### config.mk
export PLATFORM = sky130hd
export DESIGN_NAME = tsm_sqrt
export DESIGN_NICKNAME = d
export VERILOG_FILES = /design/src/rtl/assert_macros.svh /design/src/rtl/tsm_pkg.sv /design/src/rtl/tsm_sqrt.sv
export SDC_FILE = /design/constraint.sdc
export NUM_CORES = 2
export LEC_CHECK = 0
export BUFFER_PORTS_ARGS = -buffer_cell sky130_fd_sc_hd__buf_2
export CAP_MARGIN = 40
export CORE_MARGIN = 2
export CORE_UTILIZATION = 50
export DETAILED_ROUTE_END_ITERATION = 10
export PLACE_DENSITY_LB_ADDON = 0.3
export SLEW_MARGIN = 20
export SYNTH_ARGS = -nofsm -noshare
export SYNTH_HDL_FRONTEND = slang
export SYNTH_MEMORY_MAX_BITS = 65536
export SYNTH_SLANG_ARGS = --single-unit
### constraint.sdc
create_clock -name clk -period 11.3 [get_ports clk]
set_input_delay 3.39 -clock clk [delete_from_list [all_inputs] [get_ports clk]]
set_output_delay 3.39 -clock clk [all_outputs]
set_load 0.1 [all_outputs]
### src/rtl/assert_macros.svh
// Assertion helpers, clocked on clk and quiet while arst_n is low.
`ifndef ASSERT_MACROS_SVH
`define ASSERT_MACROS_SVH

// same-cycle implication
`define TSM_ASSERT_NOW(label, ante, cons) \
	label: assert property (@(posedge clk) disable iff (!arst_n) (ante) |-> (cons)) \
		else $error("tsm assertion failed");

// next-cycle implication
`define TSM_ASSERT_NEXT(label, ante, cons) \
	label: assert property (@(posedge clk) disable iff (!arst_n) (ante) |=> (cons)) \
		else $error("tsm assertion failed");

`endif

### src/rtl/tsm_pkg.sv
package tsm_pkg;

	// coordinate and result formats
	localparam int COORD_W = 24;
	localparam int FRAC    = 16;
	localparam int OUT_W   = 32;
	localparam int THR_W   = 32;

	// edge component, product and wide value widths
	localparam int EW  = COORD_W + 1;
	localparam int PW  = 2 * EW;
	localparam int CRW = PW + 1;
	localparam int WW  = 2 * PW;
	localparam int DW  = WW + 2;
	localparam int QW  = 2 * OUT_W;
	localparam int SH  = QW + 2 - 2 * FRAC;
	localparam int NW  = WW + 2 * FRAC;
	localparam int R0W = NW - QW;

	// threshold square
	localparam int TW     = THR_W + FRAC;
	localparam int HL     = (TW + 1) / 2;
	localparam int HH     = TW - HL;
	localparam int TSQ_W  = 2 * TW;
	localparam int CMP_W  = (WW > TSQ_W) ? WW : TSQ_W;

	// square root remainder
	localparam int RMW = OUT_W + 2;

	localparam logic [THR_W-1:0] THR_RESET = THR_W'(1);

	typedef logic [8:0][COORD_W-1:0] tsm_coords_t;

	typedef struct packed {
		logic valid;
		logic deg;
		logic sat;
	} tsm_ctl_t;

	typedef struct packed {
		logic [OUT_W-1:0] ratio;
		logic             deg;
	} tsm_res_t;

endpackage

### src/rtl/tsm_sqrt.sv
// Digit-by-digit integer square root, one result bit per stage.
module tsm_sqrt (
	input  logic                      clk,
	input  logic                      arst_n,
	input  logic                      adv,
	input  tsm_pkg::tsm_ctl_t         ctl,
	input  logic [tsm_pkg::QW-1:0]    rad,
	output tsm_pkg::tsm_ctl_t         root_ctl,
	output logic [tsm_pkg::OUT_W-1:0] root
);
	localparam int OW  = tsm_pkg::OUT_W;
	localparam int QW  = tsm_pkg::QW;
	localparam int RMW = tsm_pkg::RMW;

	tsm_pkg::tsm_ctl_t ctl_sr  [OW];
	logic [QW-1:0]     rad_sr  [OW];
	logic [RMW-1:0]    rem_sr  [OW];
	logic [OW-1:0]     root_sr [OW];

	for (genvar k = 0; k < OW; k++) begin : g_step
		tsm_pkg::tsm_ctl_t cur_ctl;
		logic [QW-1:0]     cur_rad;
		logic [RMW-1:0]    cur_rem;
		logic [OW-1:0]     cur_root;
		logic [RMW+1:0]    raw, trial, diff;
		logic              ge;

		if (k == 0) begin : g_first
			assign cur_ctl  = ctl;
			assign cur_rad  = rad;
			assign cur_rem  = '0;
			assign cur_root = '0;
		end else begin : g_next
			assign cur_ctl  = ctl_sr[k-1];
			assign cur_rad  = rad_sr[k-1];
			assign cur_rem  = rem_sr[k-1];
			assign cur_root = root_sr[k-1];
		end

		// bring down two bits, try root*4+1
		assign raw   = {cur_rem, cur_rad[QW-1:QW-2]};
		assign trial = (RMW+2)'({cur_root, 2'b01});
		assign ge    = raw >= trial;
		assign diff  = raw - trial;

		always_ff @(posedge clk) begin
			if (adv) begin
				rad_sr[k]  <= {cur_rad[QW-3:0], 2'b00};
				rem_sr[k]  <= ge ? diff[RMW-1:0] : raw[RMW-1:0];
				root_sr[k] <= {cur_root[OW-2:0], ge};
			end
		end

		always_ff @(posedge clk or negedge arst_n) begin
			if (!arst_n)
				ctl_sr[k] <= '0;
			else if (adv)
				ctl_sr[k] <= cur_ctl;
		end
	end

	assign root_ctl = ctl_sr[OW-1];
	assign root     = root_sr[OW-1];

endmodule

==> results.toml <==
[setup_path]
cp-start-kind = "input pin"
crit_path_max_incr_delay_ns = 0.70
critPathRequiredTime_ns = 12.11
worstPathArrival_ns = 6.07
path_common_cell = "buf_12"
worstSetupPathType = "input pin to register"
crit_path_max_fanout = 151
worst_path_max_delay_cell = "buf_4"
rrSetupSlack_ns = 6.91
crit_chain = "buf_12 > buf_12 > buf_4 > mux2_2"
end_kind = "register"

[power]
p_leak_uw = 0.0518
p_per_area_nw_per_um2 = 207
p_int_uw = 20200
swShare_pct = 27.4
comb_power_share_pct = 19.3
seq_power_share_pct = 47.3
totalPowerFinal_uw = 27800
power_frac_clock_pct = 33.4
p_switching_uw = 7610
ir_worst_vdd_v = 0.000156

[grt]
grt_max_degree = 186
grt_pass1_wl_um = 369000
grt_pass1_vias = 70268
overflow = 0
grt_antenna_before_repair = 2
grt_util_all_layers_pct = 18.7

[timing]
fin_crit_ns = 5.26
relSlewSlack_pct = 24.5
tightestPinTransition_ns = 1.13
timing.fmax_ghz = 0.190
finalCritPeriodShare_pct = 46.6
rsz0062_at_grt = "false"
tns_ns = 0
setup_viol = 0
hold_violations = 0
fin_skew_ns = 0.0716
slew_viol_final = 0

[cells_and_area]
areaGrowthSynthToFinish_pct = 11.7
drive_gt1_share_pct = 8.20
fin_area_um2 = 134000
final_cells = 12925
layout.nets = 10158

[clock_network]
cts_root_buffer = "clkbuf_16"
ctsHoldBuffers = 0
cts.path.max_buffers = 4
cts_setup_buffers = 0
clk_pin_slew_worst_paths_ns = 0.06
cts_tree = "done"
htree_levels = 5
cts_buffers = 296
clk_latency_ns = 0.93
ctsResizeCount = 0
clock_sinks = 2619

[floorplanning]
start_util_pct = 50.1
row_count = 180
die_y_um = 494
core_um2 = 240000
io_pins = 105
die_x_um = 494
die_area_um2 = 244000

[drt]
num_vias = 71417
first_iter_violations = 5485
drt-pass1-iter-count = 6
ant_nets = 0
wl_per_cell_um = 17.9
wl_um = 231000
drc = 0
vias_per_cell = 5.53

[min_path]
hold_class = "register to register"

[synth]
synth_nets = 9847
synth_cell_type_count = 83
synth_cells = 9215
yosysWarningCount = 0
synth_enable_flop_cells = 2523
seq_area_frac_synth_pct = 65.0
synth_ff_type = "edfxtp_1"
synth-seq-cells = 2619
syn-cell-area_um2 = 120000
avgSynthCellArea_um2 = 13.1
synthArstFlopShare_pct = 3.67

[placement]
place_hpwl_um = 163000
place_congestion = 0.905
placed_cells = 12405
place_area_um2 = 125000
port_buffers = 104

[status]
status = "complete, no violations"

[run]
drv_cap = 0
-- sequential cells by signal (all words and copies together), names as in the netlist --
signal,cells
root_ctl,3
rem_sr,1003
rad_sr,992
root_sr,528
ctl_sr,93
-- cells by family after synthesis --
logic type	Yosys count	share of synthesized area [%]
AOI/OAI and AO/OA	1836	9.39
xor gates and xnor gates	832	6.06
adders and majority gates	562	5.85
buffers and inverters	883	2.77
DFF	2619	65.0
muxes	161	1.50
other	1	0.00312
and+or+nand+nor	2321	9.43
-- cells in the final DEF, fill, tap and decap left out, drive strengths merged, types with 16 or more instances in the layout --
cell type and instances:
a31oi 52, clkinv 107, and2 33, or3 98
clkbuf 358, a21boi 25, nand3 155, mux2 151
o31ai 57, o21a 92, edfxtp 2523, a2111oi 16
bufinv 31, dfrtp 96, xnor2 421, inv 731
o211ai 34, ha 562, nor4 114, o21bai 46
nand2 641, nor2b 81, a211o 17, a21oi 579
o21ai 501, or4 45, nor3 206, a21o 235
xor2 411, and3 56, or2 36, nor2 560
nand2b 117, a211oi 37, nand4 87, buf 166
nand3b 32
-- worst paths after layout --
path | from | to | cells after the start
worst min register to register | rad_sr[2][424] | rad_sr[2][488] | 0
max in group asynchronous | arst_n | ctl_sr[23] | 3
worst min-delay path | rad_sr[2][424] | rad_sr[2][488] | 0
worst max register to register | rem_sr[0][260] | rem_sr[0][305] | 10
worst max-delay path | adv | ctl_sr[94] | 4
min in group asynchronous | arst_n | ctl_sr[3] | 1
-- synth_stat cells, types with 155 or more instances --
| master | n | area, um2 |
|---|---|---|
| a21o_1 | 235 | 1760 |
| a21oi_1 | 579 | 2900 |
| edfxtp_1 | 2523 | 75800 |
| ha_1 | 562 | 7030 |
| inv_1 | 723 | 2710 |
| nand2_1 | 641 | 2410 |
| nand3_1 | 155 | 776 |
| nor2_1 | 560 | 2100 |
| nor3_1 | 206 | 1030 |
| o21ai_0 | 501 | 2510 |
| xnor2_1 | 421 | 3690 |
| xor2_1 | 411 | 3600 |
-- power groups by stage --
stage / clock (uW) / combinational (uW) / sequential (uW)
2_1_floorplan: 0 / 3980 / 13000
5_1_grt: 9910 / 5990 / 13300
6_report: 9290 / 5350 / 13100
3_5_place_dp: 0 / 5290 / 13300
4_1_cts: 9550 / 5340 / 13200
3_3_place_gp: 0 / 5140 / 13300
-- metrics by stage --
stage,util (%),hold slack [ns],setup slack [ns]
final,56.0,0.377,6.04
after floorplan,-,0.400,6.58
after global routing,56.0,0.387,5.95
after global placement,52.0,0.400,5.20
after CTS,56.0,0.382,6.09
after detailed placement,52.1,0.405,5.14
-- cell type report --
cell class | count | area [um2]
fillers | 19099 | 105000
flip-flops and latches | 2619 | 78200
multi-input cells | 5713 | 38800
clock buffers | 355 | 7740
well taps | 3185 | 3990
inverters | 727 | 2730
clock inverters | 156 | 1640
repair buffers | 169 | 1270
diodes | 1 | 2.50
-- critical path: cells and delay by family --
family | cells | cell delay, ns
buf+inv | 3 | 1.73
mux | 1 | 0.42
-- metal layers --
layer	share of wire (%)	wire, um	GRT usage (%)
met5	0.11	264	0
met4	3.5	8120	6.77
met3	4.1	9470	2.54
met2	50	115000	32.2
met1	43	98700	24.2
Note: power is estimated with default switching activity, not from simulation.
